File: config.mk
export PLATFORM = sky130hd
export DESIGN_NAME = software_timer_slot_bank_top
export DESIGN_NICKNAME = d
export VERILOG_FILES = /design/src/rtl/stsb_pkg.sv /design/src/rtl/stsb_cell.sv /design/src/rtl/stsb_head_op.sv /design/src/rtl/software_timer_slot_bank_top.sv
export VERILOG_INCLUDE_DIRS = /design/src /design/src/rtl
export SDC_FILE = /design/constraint.sdc
export NUM_CORES = 1
export LEC_CHECK = 0
export ABC_AREA = 1
export BUFFER_PORTS_ARGS = -buffer_cell sky130_fd_sc_hd__buf_2
export CORE_ASPECT_RATIO = 0.7
export CORE_UTILIZATION = 40
export DETAILED_ROUTE_END_ITERATION = 7
export SLEW_MARGIN = 15
export SYNTH_ARGS = -nofsm -noshare
export SYNTH_HDL_FRONTEND = slang
export SYNTH_SLANG_ARGS = --single-unit
File: constraint.sdc
create_clock -name clk -period 57.1 [get_ports clk]
set_clock_uncertainty 0.1 [all_clocks]
set_input_delay 2.855 -clock clk [delete_from_list [all_inputs] [get_ports clk]]
set_output_delay 2.855 -clock clk [all_outputs]
set_load 0.01 [all_outputs]
File: src/rtl/software_timer_slot_bank_top_assert.svh
// Assertion macros shared by the timer slot bank RTL.
// Depends on nothing; the including module supplies clk and rst_n.
`ifndef SOFTWARE_TIMER_SLOT_BANK_TOP_ASSERT_SVH
`define SOFTWARE_TIMER_SLOT_BANK_TOP_ASSERT_SVH

// Same-cycle implication, disabled during reset.
`define STSB_ASSERT_IMPL(lbl, ante, cons, msg) \
  lbl: assert property (@(posedge clk) disable iff (!rst_n) (ante) |-> (cons)) \
    else $error(msg);

// Next-cycle implication, disabled during reset.
`define STSB_ASSERT_NEXT(lbl, ante, cons, msg) \
  lbl: assert property (@(posedge clk) disable iff (!rst_n) (ante) |=> (cons)) \
    else $error(msg);

`endif

File: src/rtl/stsb_pkg.sv
// Package for the timer slot bank: sizes, operation codes and record types.
// Used by every module of the block; depends on nothing.
`timescale 1ns / 1ps
`default_nettype none

package stsb_pkg;

  localparam int NUM_SLOTS   = 16;
  localparam int COUNT_WIDTH = 32;
  localparam int IDX_W       = (NUM_SLOTS > 1) ? $clog2(NUM_SLOTS) : 1;
  localparam int SLOT_W      = 4;
  localparam int OP_W        = 3;

  localparam logic [OP_W-1:0] OP_ADD     = 3'd0;
  localparam logic [OP_W-1:0] OP_ENABLE  = 3'd1;
  localparam logic [OP_W-1:0] OP_TICK    = 3'd2;
  localparam logic [OP_W-1:0] OP_SERVICE = 3'd3;
  localparam logic [OP_W-1:0] OP_CLEAR   = 3'd4;

  localparam logic KIND_ADD  = 1'b0;
  localparam logic KIND_FIRE = 1'b1;

  localparam logic STATUS_OK   = 1'b0;
  localparam logic STATUS_FULL = 1'b1;

  typedef struct packed {
    logic                   valid;
    logic                   enabled;
    logic                   callback;
    logic [COUNT_WIDTH-1:0] count;
    logic [COUNT_WIDTH-1:0] reload;
  } slot_rec_t;

  typedef struct packed {
    logic [OP_W-1:0]        op;
    logic [SLOT_W-1:0]      slot_index;
    logic                   enable_value;
    logic [COUNT_WIDTH-1:0] delay;
    logic [COUNT_WIDTH-1:0] reload;
    logic                   has_callback;
    logic                   claim_open;
    logic [IDX_W-1:0]       head_slot;
  } head_ctl_t;

  typedef struct packed {
    logic fire;
    logic freed;
    logic claim;
  } head_res_t;

  typedef struct packed {
    logic              kind;
    logic [SLOT_W-1:0] slot;
    logic              status;
    logic              freed;
    logic              last;
  } result_t;

endpackage

`default_nettype wire

File: src/rtl/stsb_cell.sv
// One cell of the slot ring: holds one slot record and takes its neighbor's on shift.
// Depends on stsb_pkg.
`timescale 1ns / 1ps
`default_nettype none

module stsb_cell (
  input  wire logic                 clk,
  input  wire logic                 rst_n,
  input  wire logic                 shift_en,
  input  wire stsb_pkg::slot_rec_t  d,
  output stsb_pkg::slot_rec_t       q
);
  import stsb_pkg::*;

  slot_rec_t rec_r;

  always_ff @(posedge clk) begin
    if (!rst_n) begin
      rec_r.valid    <= 1'b0;
      rec_r.enabled  <= 1'b0;
      rec_r.callback <= 1'b0;
    end else if (shift_en) begin
      rec_r <= d;
    end
  end

  assign q = rec_r;

endmodule

`default_nettype wire

File: src/rtl/stsb_head_op.sv
// Update applied to the slot record at the head of the ring for the current operation.
// Depends on stsb_pkg.
`timescale 1ns / 1ps
`default_nettype none

module stsb_head_op (
  input  wire stsb_pkg::slot_rec_t rec,
  input  wire stsb_pkg::head_ctl_t ctl,
  output stsb_pkg::slot_rec_t      rec_nxt,
  output stsb_pkg::head_res_t      res
);
  import stsb_pkg::*;

  always_comb begin
    rec_nxt   = rec;
    res.fire  = 1'b0;
    res.freed = 1'b0;
    res.claim = 1'b0;
    case (ctl.op)
      OP_ADD: begin
        if (!rec.valid && ctl.claim_open) begin
          rec_nxt.valid    = 1'b1;
          rec_nxt.enabled  = 1'b0;
          rec_nxt.callback = ctl.has_callback;
          rec_nxt.count    = ctl.delay;
          rec_nxt.reload   = ctl.reload;
          res.claim        = 1'b1;
        end
      end
      OP_ENABLE: begin
        if (rec.valid && (ctl.slot_index == SLOT_W'(ctl.head_slot))) begin
          rec_nxt.enabled = ctl.enable_value;
        end
      end
      OP_TICK: begin
        if (rec.valid && rec.enabled && (rec.count != '0)) begin
          rec_nxt.count = rec.count - COUNT_WIDTH'(1);
        end
      end
      OP_SERVICE: begin
        if (rec.valid && rec.callback && (rec.count == '0)) begin
          res.fire = 1'b1;
          if (rec.reload != '0) begin
            rec_nxt.count = rec.reload;
          end else begin
            rec_nxt.valid    = 1'b0;
            rec_nxt.enabled  = 1'b0;
            rec_nxt.callback = 1'b0;
            res.freed        = 1'b1;
          end
        end
      end
      OP_CLEAR: begin
        rec_nxt.valid    = 1'b0;
        rec_nxt.enabled  = 1'b0;
        rec_nxt.callback = 1'b0;
      end
      default: begin
        rec_nxt = rec;
      end
    endcase
  end

endmodule

`default_nettype wire

File: src/rtl/software_timer_slot_bank_top.sv
// Top level of the timer slot bank: slot ring, head update, sequencer and result register.
// Depends on stsb_pkg, stsb_cell, stsb_head_op and the assertion macro header.
//
// The block keeps sixteen timer slots in a ring of cells. Commands arrive as beats
// on the in_ channel; in_tuser carries the opcode (add, enable, tick, service,
// clear) and in_tdata the operands. Results leave on the out_ channel: out_tuser
// is the kind (add reply or fire), out_tlast marks the last beat caused by a
// command. Add gives one beat, service gives one beat per fired slot, other
// commands give none.
// Every command rotates the ring once, with the slot at the head updated each cycle
// unless the ring is stalled on a fire; this rotation sets the rate. A command is
// registered, the ring rotates in S_SCAN, S_FLUSH forms the add reply or marks the
// last beat, and S_DRAIN hands a held beat to the output register before S_IDLE.
// Only one command is in flight: a new beat is accepted only in S_IDLE.
// When a beat is held and the output register is full and not ready, the ring stops at
// the next slot that fires and waits; the final result register lets the next command
// be taken while a beat waits. After reset all slots are free and in_tready is high.
`timescale 1ns / 1ps
`default_nettype none

module software_timer_slot_bank_top (
  input  wire logic        clk,
  input  wire logic        rst_n,
  input  wire logic        in_tvalid,
  output logic             in_tready,
  // slot_index[3:0], enable_value[4], initial_delay[36:5], reload_period[68:37],
  // has_callback[69], zero fill [71:70]
  input  wire logic [71:0] in_tdata,
  // opcode[2:0]
  input  wire logic [2:0]  in_tuser,
  output logic             out_tvalid,
  input  wire logic        out_tready,
  // result_slot[3:0], status_code[4], slot_freed[5], zero fill [7:6]
  output logic [7:0]       out_tdata,
  // result_kind[0]
  output logic             out_tuser,
  output logic             out_tlast
);
  import stsb_pkg::*;

  `include "software_timer_slot_bank_top_assert.svh"

  typedef enum logic [3:0] {
    S_IDLE  = 4'b0001,
    S_SCAN  = 4'b0010,
    S_FLUSH = 4'b0100,
    S_DRAIN = 4'b1000
  } state_t;

  state_t                 state_r, state_nxt;
  logic [IDX_W-1:0]       cnt_r, cnt_nxt;
  logic                   found_r, found_nxt;
  logic [IDX_W-1:0]       found_slot_r, found_slot_nxt;
  logic                   h_valid_r, h_valid_nxt;
  result_t                h_r, h_nxt;
  logic                   out_valid_r, out_valid_nxt;
  result_t                out_r, out_nxt;

  logic [OP_W-1:0]        op_r;
  logic [SLOT_W-1:0]      idx_r;
  logic                   en_val_r;
  logic [COUNT_WIDTH-1:0] delay_r;
  logic [COUNT_WIDTH-1:0] reload_r;
  logic                   cb_r;

  slot_rec_t              ring_q [NUM_SLOTS];
  slot_rec_t              head_nxt;
  head_ctl_t              ctl;
  head_res_t              res;

  logic                   accept;
  logic                   out_free;
  logic                   step_ok;
  logic                   shift_en;
  logic                   last_step;

  assign accept    = in_tvalid && in_tready;
  assign out_free  = !out_valid_r || out_tready;
  assign step_ok   = !(res.fire && h_valid_r && !out_free);
  assign shift_en  = (state_r == S_SCAN) && step_ok;
  assign last_step = (cnt_r == IDX_W'(NUM_SLOTS - 1));

  always_ff @(posedge clk) begin
    if (accept) begin
      op_r     <= in_tuser;
      idx_r    <= in_tdata[3:0];
      en_val_r <= in_tdata[4];
      delay_r  <= COUNT_WIDTH'(in_tdata[36:5]);
      reload_r <= COUNT_WIDTH'(in_tdata[68:37]);
      cb_r     <= in_tdata[69];
    end
  end

  always_comb begin
    ctl.op           = op_r;
    ctl.slot_index   = idx_r;
    ctl.enable_value = en_val_r;
    ctl.delay        = delay_r;
    ctl.reload       = reload_r;
    ctl.has_callback = cb_r;
    ctl.claim_open   = !found_r;
    ctl.head_slot    = cnt_r;
  end

  stsb_head_op u_head (
    .rec     (ring_q[0]),
    .ctl     (ctl),
    .rec_nxt (head_nxt),
    .res     (res)
  );

  for (genvar k = 0; k < NUM_SLOTS; k++) begin : g_ring
    if (k == NUM_SLOTS - 1) begin : g_tail
      stsb_cell u_cell (
        .clk      (clk),
        .rst_n    (rst_n),
        .shift_en (shift_en),
        .d        (head_nxt),
        .q        (ring_q[k])
      );
    end else begin : g_body
      stsb_cell u_cell (
        .clk      (clk),
        .rst_n    (rst_n),
        .shift_en (shift_en),
        .d        (ring_q[k+1]),
        .q        (ring_q[k])
      );
    end
  end

  always_comb begin
    state_nxt      = state_r;
    cnt_nxt        = cnt_r;
    found_nxt      = found_r;
    found_slot_nxt = found_slot_r;
    h_valid_nxt    = h_valid_r;
    h_nxt          = h_r;
    out_valid_nxt  = out_valid_r && !out_tready;
    out_nxt        = out_r;
    case (state_r)
      S_IDLE: begin
        if (accept) begin
          state_nxt = S_SCAN;
          cnt_nxt   = '0;
          found_nxt = 1'b0;
        end
      end
      S_SCAN: begin
        if (step_ok) begin
          cnt_nxt = last_step ? '0 : cnt_r + IDX_W'(1);
          if (last_step) begin
            state_nxt = S_FLUSH;
          end
          if (res.claim) begin
            found_nxt      = 1'b1;
            found_slot_nxt = cnt_r;
          end
          if (res.fire) begin
            if (h_valid_r) begin
              out_valid_nxt = 1'b1;
              out_nxt       = h_r;
            end
            h_valid_nxt = 1'b1;
            h_nxt.kind   = KIND_FIRE;
            h_nxt.slot   = SLOT_W'(cnt_r);
            h_nxt.status = STATUS_OK;
            h_nxt.freed  = res.freed;
            h_nxt.last   = 1'b0;
          end
        end
      end
      S_FLUSH: begin
        if (op_r == OP_ADD) begin
          h_valid_nxt  = 1'b1;
          h_nxt.kind   = KIND_ADD;
          h_nxt.slot   = found_r ? SLOT_W'(found_slot_r) : '0;
          h_nxt.status = found_r ? STATUS_OK : STATUS_FULL;
          h_nxt.freed  = 1'b0;
          h_nxt.last   = 1'b1;
          state_nxt    = S_DRAIN;
        end else if (h_valid_r) begin
          h_nxt.last = 1'b1;
          state_nxt  = S_DRAIN;
        end else begin
          state_nxt = S_IDLE;
        end
      end
      S_DRAIN: begin
        if (out_free) begin
          out_valid_nxt = 1'b1;
          out_nxt       = h_r;
          h_valid_nxt   = 1'b0;
          state_nxt     = S_IDLE;
        end
      end
      default: begin
        state_nxt = S_IDLE;
      end
    endcase
  end

  always_ff @(posedge clk) begin
    if (!rst_n) begin
      state_r     <= S_IDLE;
      cnt_r       <= '0;
      found_r     <= 1'b0;
      h_valid_r   <= 1'b0;
      out_valid_r <= 1'b0;
    end else begin
      state_r     <= state_nxt;
      cnt_r       <= cnt_nxt;
      found_r     <= found_nxt;
      h_valid_r   <= h_valid_nxt;
      out_valid_r <= out_valid_nxt;
    end
  end

  always_ff @(posedge clk) begin
    found_slot_r <= found_slot_nxt;
    h_r          <= h_nxt;
    out_r        <= out_nxt;
  end

  assign in_tready  = (state_r == S_IDLE);
  assign out_tvalid = out_valid_r;
  assign out_tdata  = {2'b00, out_r.freed, out_r.status, out_r.slot};
  assign out_tuser  = out_r.kind;
  assign out_tlast  = out_r.last;

  `STSB_ASSERT_IMPL(a_idle_no_held, state_r == S_IDLE, !h_valid_r, "held beat left at idle")
  `STSB_ASSERT_IMPL(a_flush_aligned, state_r == S_FLUSH, cnt_r == '0, "ring not realigned")
  `STSB_ASSERT_IMPL(a_scan_not_last, (state_r == S_SCAN) && h_valid_r, !h_r.last,
                    "last flag set during scan")
  `STSB_ASSERT_NEXT(a_stall_holds, (state_r == S_SCAN) && !step_ok,
                    $stable(cnt_r) && (state_r == S_SCAN), "ring moved while stalled")

endmodule

`default_nettype wire

# After elaboration in Yosys (flattened, before gate mapping)
# Index checks and enable logic that the tools add are counted.
# totals
ff_bits	1176
# classes
addsub	2
eq_ne	19
mux	54
bitwise	1
n_reduce_logical	35
# ops
op	n
32-bit 2-to-1 mux	3
32-bit case mux with 3 select lines	1
67-bit 2-to-1 mux	1
32-bit nonzero test	2
8-bit 2-to-1 mux	6
4-bit 2-to-1 mux	10
35-bit 2-to-1 mux	1
32-bit zero test	1
8-bit case mux with 2 select lines	2
32-bit by 1-bit subtractor with 32-bit output, second input constant	1
1-bit 2-to-1 mux	18
4-bit case mux with 4 select lines	1
4-bit AND reduction	4
2-bit inequality test, second input constant	7
1-bit logical AND	11
5-bit AND reduction	2
1-bit case mux with 3 select lines	3
4-bit equality test, second input constant	2
4-bit case mux with 2 select lines	1
7-bit 2-to-1 mux	1
3-bit by 2-bit equality test with 1-bit output, second input constant	2
1-bit zero test	6
3-bit AND reduction	2
2-bit nonzero test	3
other kinds (18)	20

# Logic depth before layout (Yosys ltp)
# Gate-level depths: netlist (run 1).
# depth
word_depth	9
mapped_depth	13
ltp_nobuf	13

# By module
# Synthesis (run 1) repeated with hierarchy kept, for this count alone.
# hier_totals
cells_unflattened	2348
hier_area_um2	39980.8
# by_module_without_submodules
mod	n_inst	cells_per_inst	area_each_um2	seq_area_each_um2
stsb_cell	16	84	2045.7	1981.9
stsb_head_op	1	783	3691.0	0.0
software_timer_slot_bank_top	1	221	3558.4	3012.9

# Worst setup path after synthesis (run 1)
# Ideal clock, no wire load.
# synth_timing
path_kind	input to register
start	in out_tready
end	reg g_ring[0].g_body.u_cell.rec_r, in the netlist g_ring[0].g_body.u_cell.q[0] (enable)
setup_time_ps	2466
arrival_ps	46241
required_ps	54534
slack_ps	8292
stages	8
path_buffers	2
path_cell_list	nor2_1 -> inv_1 -> nor2_1 -> nand4_4 -> nand2_4 -> buf_12 -> buf_8 -> nor2_1
# synth_between
elab_chain_cells	6
# synth_rtl
item	line_no	source
start: declaration	software_timer_slot_bank_top.sv:32	input wire logic out_tready,
1-bit logical OR	software_timer_slot_bank_top.sv:78	assign out_free = !out_valid_r || out_tready;
1-bit zero test	software_timer_slot_bank_top.sv:79	assign step_ok = !(res.fire && h_valid_r && !out_free);
1-bit logical AND	software_timer_slot_bank_top.sv:79	
1-bit zero test	software_timer_slot_bank_top.sv:79	
1-bit logical AND	software_timer_slot_bank_top.sv:80	assign shift_en = (state_r == S_SCAN) && step_ok;
2-bit AND reduction (no line)	--	
end: declaration	stsb_cell.sv:15	slot_rec_t rec_r;
# No other way between the ends.
# A chain may end at the register's enable or synchronous reset.

# Worst setup path after layout (run 1)
# layout_timing
start	in rst_n
end	reg g_ring[6].g_body.u_cell.rec_r, in the netlist g_ring[6].g_body.u_cell.q[49] (enable)
# layout_between
elab_chain_cells	1
# layout_rtl
item	line_no	source
start: declaration	software_timer_slot_bank_top.sv:23	input wire logic rst_n,
2-bit AND reduction (no line)	--	
end: declaration	stsb_cell.sv:15	
# No other way between the ends.

==> metrics, run 1 <==
P_leak=14.6 nW; Period minus WS final=8160 ps; Least-Margin Pin Slew=1100 ps; die height=265 um; hpwl dp=40.3 mm; final layout net count=2464; vias per inst=4.79; Crit. Startpoint=rst_n; fraction of final layout cells with drive strength greater than 1=11.6%; CP Data Required Time=57270 ps; first-pass GRT wire length=103 mm; sequential fraction of the synthesis area=87.8%; combinational power share=2.5%; first-iteration detailed-routing DRC count=1955; CTS root buf=clkbuf_16; Syn Inst Count=2227; Post-Syn Area=39500 um2; #FFs+latches synth=1176; period utilization=14.3%; drt pass-1 iters=6; sw frac=20.0%; Avg Synthesized Cell Area=17.7 um2; RSZ-0062 raised after global routing=false; leading cell type in the layout, fill and taps excluded=edfxtp_1; initial core utilization=40.4%; Rows=96; Setup violations, final=0; Flop pwr share=57.0%; MaxCap Viol Count=0; critical path peak fanout=89; most frequent cells in the layout=edfxtp_1 (1117), nand2_1 (320), nor2_1 (195); Power per Cell Area=37.9 nW/um2; clock tree buffer depth=3; CTS tree=yes; met2 WL=29.0 mm; r2r startpoint=g_ring[0].g_body.u_cell.q[32]; Metal-1 WL=31.6 mm; max incr delay on CP=940 ps; Filler cells=8255; P&R area growth vs syn=13.6%; Vias=18169; vias in the first global route=17401; H-Tree Depth=3; Final Hold Viols=0; core area=97900 um2; Num CTS Buffers=105; die area=100000 um2; CP dominant cell by count=buf_4; worst hold path class=reg2reg; final core area utilization=45.9%; outcome=finished, final reports clean; setup_tns=0 ps; sw power=0.340 mW; R2R cell count=13; drt wl/cell=17.7 um; largest net degree at the start of global routing=187; P_int=1.36 mW; initial antenna violation count=12; Clk pwr share=40.4%; fmax=0.123 GHz; post-route ant nets=0; Total Routing Usage GR=13.5%; Slew Limit Fails=0; Crit path arrival time=8320 ps; Setup Buffers After CTS=0; CP Cell Sequence=buf_2, inv_1, nor2_4, buf_4, buf_4, buf_4, buf_4; CTS resizes=0; clock latency on the worst-skew pair=670 ps; Post-CTS Hold Buffers=0; met3 wire length=4.43 mm; startpoint type of the worst setup path=input port; R2R Path End=g_ring[6].g_body.u_cell.q[49]; reg-to-reg slack, setup=50350 ps; CP max stage cell=buf_4; routability cong.=0.866; Synth Warn #=0; critical path class=in2reg; Rel. slew slack=26.4%; Yosys cell types=42; grt ovf=0; post-route DRC violation count=0; total power=1.70 mW; Boundary Pins=91; Chip Width=378 um; number of buffers added on ports=86; # clock sinks=1176; WL final=67.3 mm; CP endpoint=g_ring[6].g_body.u_cell.q[49]; top sig layer=met5; VDD IR max=0.0244 mV; crit end category=flip-flop; CTS clk-pin slew, worst paths=60 ps
-- cells in the mapped netlist (all sizes together) --
cell type	count	area, um2
nor3	7	35.0
clkbuf	35	133
or2	1	6.26
nand3b	4	30.0
nand2	325	1240
nor2	209	842
a21boi	1	7.51
o22ai	1	6.26
inv	115	432
o211ai	30	225
xor2	10	87.6
xnor2	1	8.76
and3	1	6.26
edfxtp	1117	33500
a31oi	1	6.26
o21ai	136	681
nand4	43	284
conb	1	3.75
a211oi	1	7.51
clkinv	2	7.51
nand3	84	433
dfxtp	59	1180
buf	22	186
a22oi	3	22.5
a21oi	14	70.1
o21bai	2	15.0
ha	2	25.0
-- state kept, by name, summed over array words and instances, names as in the netlist, 3 cells and up --
signal and count:
idx_r 4, state_r 4, cnt_r 4, op_r 3
g_ring.g_tail.u_cell.q 67, found_slot_r 4, h_r 8, delay_r 32
reload_r 32, g_ring.g_body.u_cell.q 1005, out_tdata 6
-- kinds of logic (layout without fill, tap and decap cells) --
family	count (synthesis)	in the layout	share of synthesized area, %
other	1	4	0.00949
and+or+nand+nor	674	674	7.29
adders and majority gates	2	2	0.0633
DFF	1176	1176	87.8
buffers and inverters	174	412	1.92
AOI/OAI and AO/OA	189	189	2.63
xor gates and xnor gates	11	11	0.244
-- worst min path at each step --
stage	start	to	cells past startpoint
floorplan	g_ring[1].g_body.u_cell.q[0]	g_ring[0].g_body.u_cell.q[0]	0
global placement	g_ring[13].g_body.u_cell.q[57]	g_ring[12].g_body.u_cell.q[57]	0
detailed placement	g_ring[1].g_body.u_cell.q[17]	g_ring[0].g_body.u_cell.q[17]	0
CTS	g_ring[4].g_body.u_cell.q[62]	g_ring[3].g_body.u_cell.q[62]	0
global route	g_ring[12].g_body.u_cell.q[3]	g_ring[11].g_body.u_cell.q[3]	0
finish	g_ring[11].g_body.u_cell.q[33]	g_ring[10].g_body.u_cell.q[33]	0
-- final cells by class --
| cell class | count | area (um2) | area share, % |
|---|---|---|---|
| flip-flops and latches | 1176 | 34700 | 77.3 |
| clock inverters | 63 | 567 | 1.26 |
| repair buffers | 105 | 609 | 1.36 |
| inverters | 117 | 439 | 0.978 |
| clock buffers | 127 | 2800 | 6.23 |
| well taps | 1323 | 1660 | 3.69 |
| multi-input cells | 878 | 4100 | 9.13 |
| diodes | 2 | 5.00 | 0.0111 |
-- layer usage --
layer  global-route usage, %  vias up
met4                    4.89        2
li1                        -     8506
met3                    3.02      145
met5                       0        -
met1                    20.5     9011
met2                    19.1      505
-- per-stage QoR --
step                setup WS (ps)  hold WS [ps]  std cells  instance area [um2]
floorplan                    8290           300       2228                39500
global placement            48490           301       3598                41500
detailed placement          48200           305       3598                41500
CTS                         48900           311       3788                44800
global route                48410           308       3789                44900
finish                      48940           307       3791                44900
-- critical path, delay by kind of cell --
kind | cells | cell delay, ps
buf+inv | 6 | 4470
simple gates | 1 | 830
-- power groups by stage --
stage               clock, mW  sequential [mW]  combinational, mW
CTS                     0.710            0.970             0.0430
global route            0.740            0.971             0.0481
global placement            0            0.988             0.0415
finish                  0.688            0.970             0.0428
floorplan                   0             1.01             0.0284
detailed placement          0            0.988             0.0428
No activity file was read; power rests on OpenSTA's default activity.
==> run 2: changes to the inputs <==
- clock period: 57.1 -> 6.85 ns (I/O delays scaled with it)
==> run 2 against run 1 <==
Sequential share of layout area shrank 1.7 points; cell count grew 2.4%; highest routed layer is now met4; combinational power grew to 9.4 times the previous value; critical path type is now reg2reg; total power grew to 8.5 times the previous value; critical path depth grew 2.
==> metrics, run 2 (synthesis gave the netlist of run 1 again) <==
Crit path arrival time=4120 ps (-4200 ps); CP Data Required Time=7030 ps (-50240 ps); Setup violations, final=0 (unchanged); setup_tns=0 ps (unchanged); startpoint type of the worst setup path=flip-flop; fraction of final layout cells with drive strength greater than 1=11.8% (+0.29 points); Final Hold Viols=0 (unchanged); period utilization=57.5%; VDD IR max=0.186 mV (+660%); Setup WS pre-CTS=2960 ps (-45230 ps); P_leak=15.0 nW (+2.8%); Period minus WS final=3940 ps; Power per Cell Area=315 nW/um2 (+730%); die area=100000 um2 (unchanged); first-iteration detailed-routing DRC count=2007 (+2.7%); clock latency on the worst-skew pair=680 ps (about the same); Least-Margin Pin Slew=1120 ps (+13.2 ps); WL final=69.2 mm (+2.9%); Num CTS Buffers=108 (+2.9%); grt ovf=0 (unchanged); fmax=0.254 GHz; Boundary Pins=91 (unchanged); MaxCap Viol Count=0 (unchanged); clock tree buffer depth=3 (unchanged); Vias=18588 (+2.3%); Chip Width=378 um (unchanged); RSZ-0062 raised after global routing=false; Setup WS post-layout=2910 ps (-46030 ps); Total Routing Usage GR=13.9% (+0.34 points); die height=265 um (unchanged); critical path class=reg2reg; r2r startpoint=g_ring[0].g_body.u_cell.q[47]; vias per inst=4.79 (about the same); DP Cell Count=3603 (+0.14%); most frequent cells in the layout=edfxtp_1 (1117), nand2_1 (321), nor2_1 (195); H-Tree Depth=3 (unchanged); leading cell type in the layout, fill and taps excluded=edfxtp_1; CTS root buf=clkbuf_16; Rel. slew slack=25.5% (-0.88 points); outcome=finished, final reports clean; CTS clk-pin slew, worst paths=60 ps (about the same); Finished Cell Area=45900 um2 (+2.3%); Slew Limit Fails=0 (unchanged); largest net degree at the start of global routing=189 (+1.1%); worst hold path class=in2reg; crit end category=flip-flop; HP Start=out_tready; core area=97900 um2 (unchanged); first-pass GRT wire length=106 mm (+2.9%); drt pass-1 iters=6 (unchanged); initial antenna violation count=1 (-11); P&R area growth vs syn=16.2%; initial core utilization=40.4% (unchanged); Rows=96 (unchanged); post-route DRC violation count=0 (unchanged); hpwl dp=41.0 mm (+1.7%); post-route ant nets=0 (unchanged); Largest register FFs=1005 (unchanged); final layout net count=2545 (+3.3%); Post-DP Area=41600 um2 (+0.26%); # clock sinks=1176 (unchanged); routability cong.=0.880 (+1.5%); vias in the first global route=17719 (+1.8%); Finished Layout Cells=3882 (+2.4%); drt wl/cell=17.8 um (+0.44%); Crit. Startpoint=g_ring[0].g_body.u_cell.q[47]; number of buffers added on ports=86 (unchanged); CTS tree=yes; critical path peak fanout=188 (+110%)
[run 2: cell types whose count changed in the layout (fill, tap and decap cells not counted), sizes merged]
cell | before | now
clkbuf | 127 | 130
clkinvlp | 2 | 8
buf | 105 | 110
inv | 119 | 122
bufinv | 9 | 13
dlygate4sd3 | 0 | 73
clkinv | 50 | 47
[run 2: what timing repair did]
action / 4_1_cts / 5_1_grt
endpoints found under the hold margin: 73 / 0
setup buffers: 0 / 0
hold buffers: 73 / 0
resized for setup: 0 / 0
[run 2: power breakdown]
group / internal [mW] / total (mW) / switching (mW)
Combinational: 0.121 / 0.402 / 0.282
Clock: 3.44 / 5.98 / 2.54
Sequential: 8.01 / 8.08 / 0.0763
[run 2: per-stage QoR]
stage / hold slack [ps] / util [%] / power [mW]
final: 35.7 / 46.9 / 14.5
after global routing: 31.2 / 46.9 / 15.0
after CTS: 26.2 / 46.9 / 14.6
after detailed placement: 305 / 42.5 / 8.60
after global placement: 300 / 42.5 / 8.59
after floorplan: 300 / - / 8.51
[run 2: path summary, 6_finish.rpt]
| kind | to | slack (ps) | cells after the start |
|---|---|---|---|
| worst max-delay path | g_ring[11].g_body.u_cell.q[53] | 2910 | 9 |
| worst min-delay path | out_tvalid | 40 | 4 |
| worst max register to register | g_ring[11].g_body.u_cell.q[53] | 2910 | 9 |
| worst min register to register | g_ring[5].g_body.u_cell.q[10] | 310 | 0 |
[run 2: final cells by class]
type | count | area (um2)
fillers | 8195 | 52000
flip-flops and latches | 1176 | 34700
multi-input cells | 878 | 4120
clock buffers | 130 | 2830
well taps | 1323 | 1660
repair buffers | 183 | 1420
clock inverters | 73 | 726
inverters | 117 | 439
diodes | 2 | 5.00
[run 2: worst max-delay path, stage by stage (launching register included)]
cell      delay, ps
edfxtp_1        540
nor2_1          120
nand2_1         110
nor2_2           60
nand2_2         180
nor2_8           80
nand4_4         110
nand2_4         330
nor2_4          920
buf_12          640
[run 2: routing by layer]
layer / global-route usage [%] / vias to the layer above / share of wire [%]
met5: 0 / - / 0
met1: 21.1 / 9148 / 47
met3: 2.99 / 156 / 6.5
met4: 5.28 / 0 / 3.3
met2: 19.5 / 606 / 43
li1: - / 8678 / -
==> run 3: changes to the inputs <==
- ABC_AREA: 1 -> 0
- clock period: 6.85 -> 3.9 ns (I/O delays scaled with it)
==> run 3 against run 2 <==
Sequential power is 79% higher; die area is 2.7% lower; sequential share of layout area is 1.6 points higher; largest cell class unchanged; synthesized cell count fell by 16%; critical path depth shrank 3.
==> metrics, run 3 <==
outcome=finished, final reports clean; sw power=5.15 mW (+78%); routability cong.=0.885 (+0.66%); CTS clk-pin slew, worst paths=60 ps (about the same); worst hold path class=in2reg; Crit path arrival time=3700 ps (-420 ps); Avg Synthesized Cell Area=20.6 um2 (+16%); largest family of logic cells by synthesized area=simple AND/OR/NAND/NOR gates; Chip Width=373 um (-1.4%); HP Start=in_tdata[67]; MaxCap Viol Count=0 (unchanged); RSZ-0062 raised after global routing=false; die area=97400 um2 (-2.7%); Synth Area in Compound Gates=3.35% (+0.72 points); fmax=0.281 GHz (+11%); critical path class=reg2reg; CP Data Required Time=4040 ps (-2990 ps); synth top area cells=edfxtp_1 (87%), dfxtp_1 (3.1%), nand2_1 (2.2%), a21oi_1 (0.90%), nor2_1 (0.41%); vias per inst=4.93 (+3.1%); register area=34700 um2 (unchanged); drt wl/cell=18.6 um (+4.5%); number of buffers added on ports=86 (unchanged); Largest register FFs=1005 (unchanged); Top FF cell, synth=edfxtp_1; Num CTS Buffers=106 (-1.9%); Syn Inst Count=1868 (-16%); critical path peak fanout=198 (+5.3%); largest net degree at the start of global routing=199 (+5.3%); synthesized-area fraction occupied by adder cells=0.0651% (+0.0018 points); crit end category=flip-flop; most frequent cells in the layout=edfxtp_1 (1117), nand2_1 (229), clkbuf_16 (108); VDD IR max=0.348 mV (+87%); Crit. path cell count=6 (-3); combinational power share=3.3% (+0.5 points); H-Tree Depth=3 (unchanged); Flop pwr share=56.2% (+0.3 points); die height=261 um (-1.4%); post-synth top area share=87.3% (+2.4 points); DP Cell Count=3189 (-11%); Post-Syn Area=38400 um2 (-2.8%); # clock sinks=1176 (unchanged); reg-to-reg slack, setup=340 ps (-2570 ps); grt ovf=0 (unchanged); initial core utilization=40.7% (+0.27 points); Commonest cells post-synth=edfxtp_1 (1117), nand2_1 (229), a21oi_1 (69); vias in the first global route=16645 (-6.1%); CTS tree=yes; WL final=64.5 mm (-6.8%); post-route ant nets=0 (unchanged); core area=94600 um2 (-3.4%); Rel. slew slack=30.2% (+4.7 points); R2R cell count=6 (-3); Total Routing Usage GR=13.3% (-0.63 points); final layout net count=2206 (-13%); #FFs+latches synth=1176 (unchanged); Boundary Pins=91 (unchanged); Rows=94 (-2.1%); Yosys cell types=69 (+64%); Clk pwr share=40.5% (-0.8 points); Vias=17074 (-8.1%); P_leak=14.3 nW (-5.1%); Synth Area in XOR/XNOR=0.205% (-0.039 points); Least-Margin Pin Slew=1050 ps (-70.4 ps); CP max stage cell=or4_1; Power per Cell Area=575 nW/um2 (+82%); sw frac=19.9% (-0.094 points); P&R area growth vs syn=16.9%; Final Hold Viols=0 (unchanged); worst path bufs/invs=1 (unchanged); Post-synth EDFFs=1117 (unchanged); CP Cell Sequence=or4_1, nor4_4, and3_1, a21o_1, nor2_4, buf_12; FFs w/ async S/R, synth=0% (unchanged); drt pass-1 iters=5 (-1); setup_tns=0 ps (unchanged); period utilization=91.2% (+34 points); R2R Path End=g_ring[12].g_body.u_cell.q[17]; post-synth top area cell=edfxtp_1; P_int=20.7 mW (+79%); Crit path max-delay family=simple AND/OR/NAND/NOR gates; area of the multi-input gates=3500 um2 (-15%); mux contribution to synthesized area=0.130% (+0.13 points); startpoint type of the worst setup path=flip-flop; first-iteration detailed-routing DRC count=1733 (-14%); Filler cells=7780 (-5.1%); initial antenna violation count=2 (+1); total power=25.8 mW (+79%); hpwl dp=38.0 mm (-7.3%); CTS root buf=clkbuf_16; Crit. Startpoint=g_ring[0].g_body.u_cell.q[56]; most instantiated library cell after synthesis=edfxtp_1; first-pass GRT wire length=98.0 mm (-7.4%); simple-gate share of the synthesized area=5.22% (-2.1 points); max incr delay on CP=700 ps (-220 ps); Finished Layout Cells=3460 (-11%); fraction of final layout cells with drive strength greater than 1=13.8% (+2.0 points); Slew Limit Fails=0 (unchanged); post-route DRC violation count=0 (unchanged); leading cell type in the layout, fill and taps excluded=edfxtp_1; Setup Buffers After CTS=0 (unchanged); Period minus WS final=3560 ps (-379 ps); sequential fraction of the synthesis area=90.3% (+2.5 points); CP endpoint=g_ring[12].g_body.u_cell.q[17]; Synth Warn #=0 (unchanged); clock latency on the worst-skew pair=670 ps (about the same); CTS resizes=0 (unchanged); r2r startpoint=g_ring[0].g_body.u_cell.q[56]; Setup violations, final=0 (unchanged); clock tree buffer depth=3 (unchanged)
-- run 3: cell types whose count changed after synthesis, sizes merged, moves of 21 or more --
| cell | before | now |
|---|---|---|
| inv | 115 | 11 |
| nand2 | 325 | 229 |
| nor2 | 209 | 43 |
| nand4 | 43 | 13 |
| nor4 | 0 | 22 |
| nor3 | 7 | 28 |
| a21oi | 14 | 69 |
| nand3 | 84 | 28 |
| o21ai | 136 | 24 |
-- run 3: per-stage QoR --
step / cell area [um2] / utilization (%) / worst slack (ps) / hold WS (ps)
6_report: 44900 / 47.5 / 343 / 143
5_1_grt: 44900 / 47.5 / 204 / 114
4_1_cts: 44900 / 47.5 / 401 / 84.8
3_5_place_dp: 40700 / 43.0 / 419 / 273
3_3_place_gp: 40700 / 43.0 / 489 / 273
2_1_floorplan: 38500 / - / -13140 / 194
-- run 3: per-layer routing --
metal,up-vias,share of wire (%),global-route usage (%)
met4,0,3.4,5.53
li1,7846,-,-
met2,472,43,18.4
met1,8601,49,20.4
met3,155,5.0,2.49
met5,-,0,0
-- run 3: worst register-to-register path, cell delays in order (launching register included) --
cell and delay (ps):
edfxtp_1 480, or4_1 700, nor4_4 430, and3_1 460
a21o_1 240, nor2_4 130, buf_12 410
-- run 3: power groups by stage --
stage / combinational (mW) / sequential (mW) / clock [mW]
global placement: 0.781 / 14.8 / 0
floorplan: 0.493 / 14.9 / 0
finish: 0.855 / 14.5 / 10.5
detailed placement: 0.801 / 14.8 / 0
global route: 0.934 / 14.6 / 11.2
CTS: 0.863 / 14.5 / 10.8
-- run 3: cell families after synthesis --
kind of cell,count (synthesis)
simple gates,418
xor+xnor,9
mux,5
other cells,1
flops,1176
compound gates,192
buf+inv,65
fa+ha+maj,2
-- run 3: area by class of cell --
cell class,count,area share (%)
sequential,1176,77.3
antenna,2,0.0111
multi-input combinational,628,7.78
tap,1248,3.47
clock buffer,133,6.24
clock inverter,60,1.61
timing repair buffer,201,3.52
inverter,12,0.103
-- run 3: how the worst min path moves through the flow --
stage	to	cells after the start
floorplan	cb_r	0
global placement	delay_r[31]	1
global route	delay_r[12]	2
CTS	reload_r[7]	2
finish	reload_r[30]	2
detailed placement	delay_r[11]	1
-- run 3: what timing repair did --
item	4_1_cts	5_1_grt
hold buffers	76	0
endpoints found under the setup margin	0	0
hold endpoints to repair	86	0
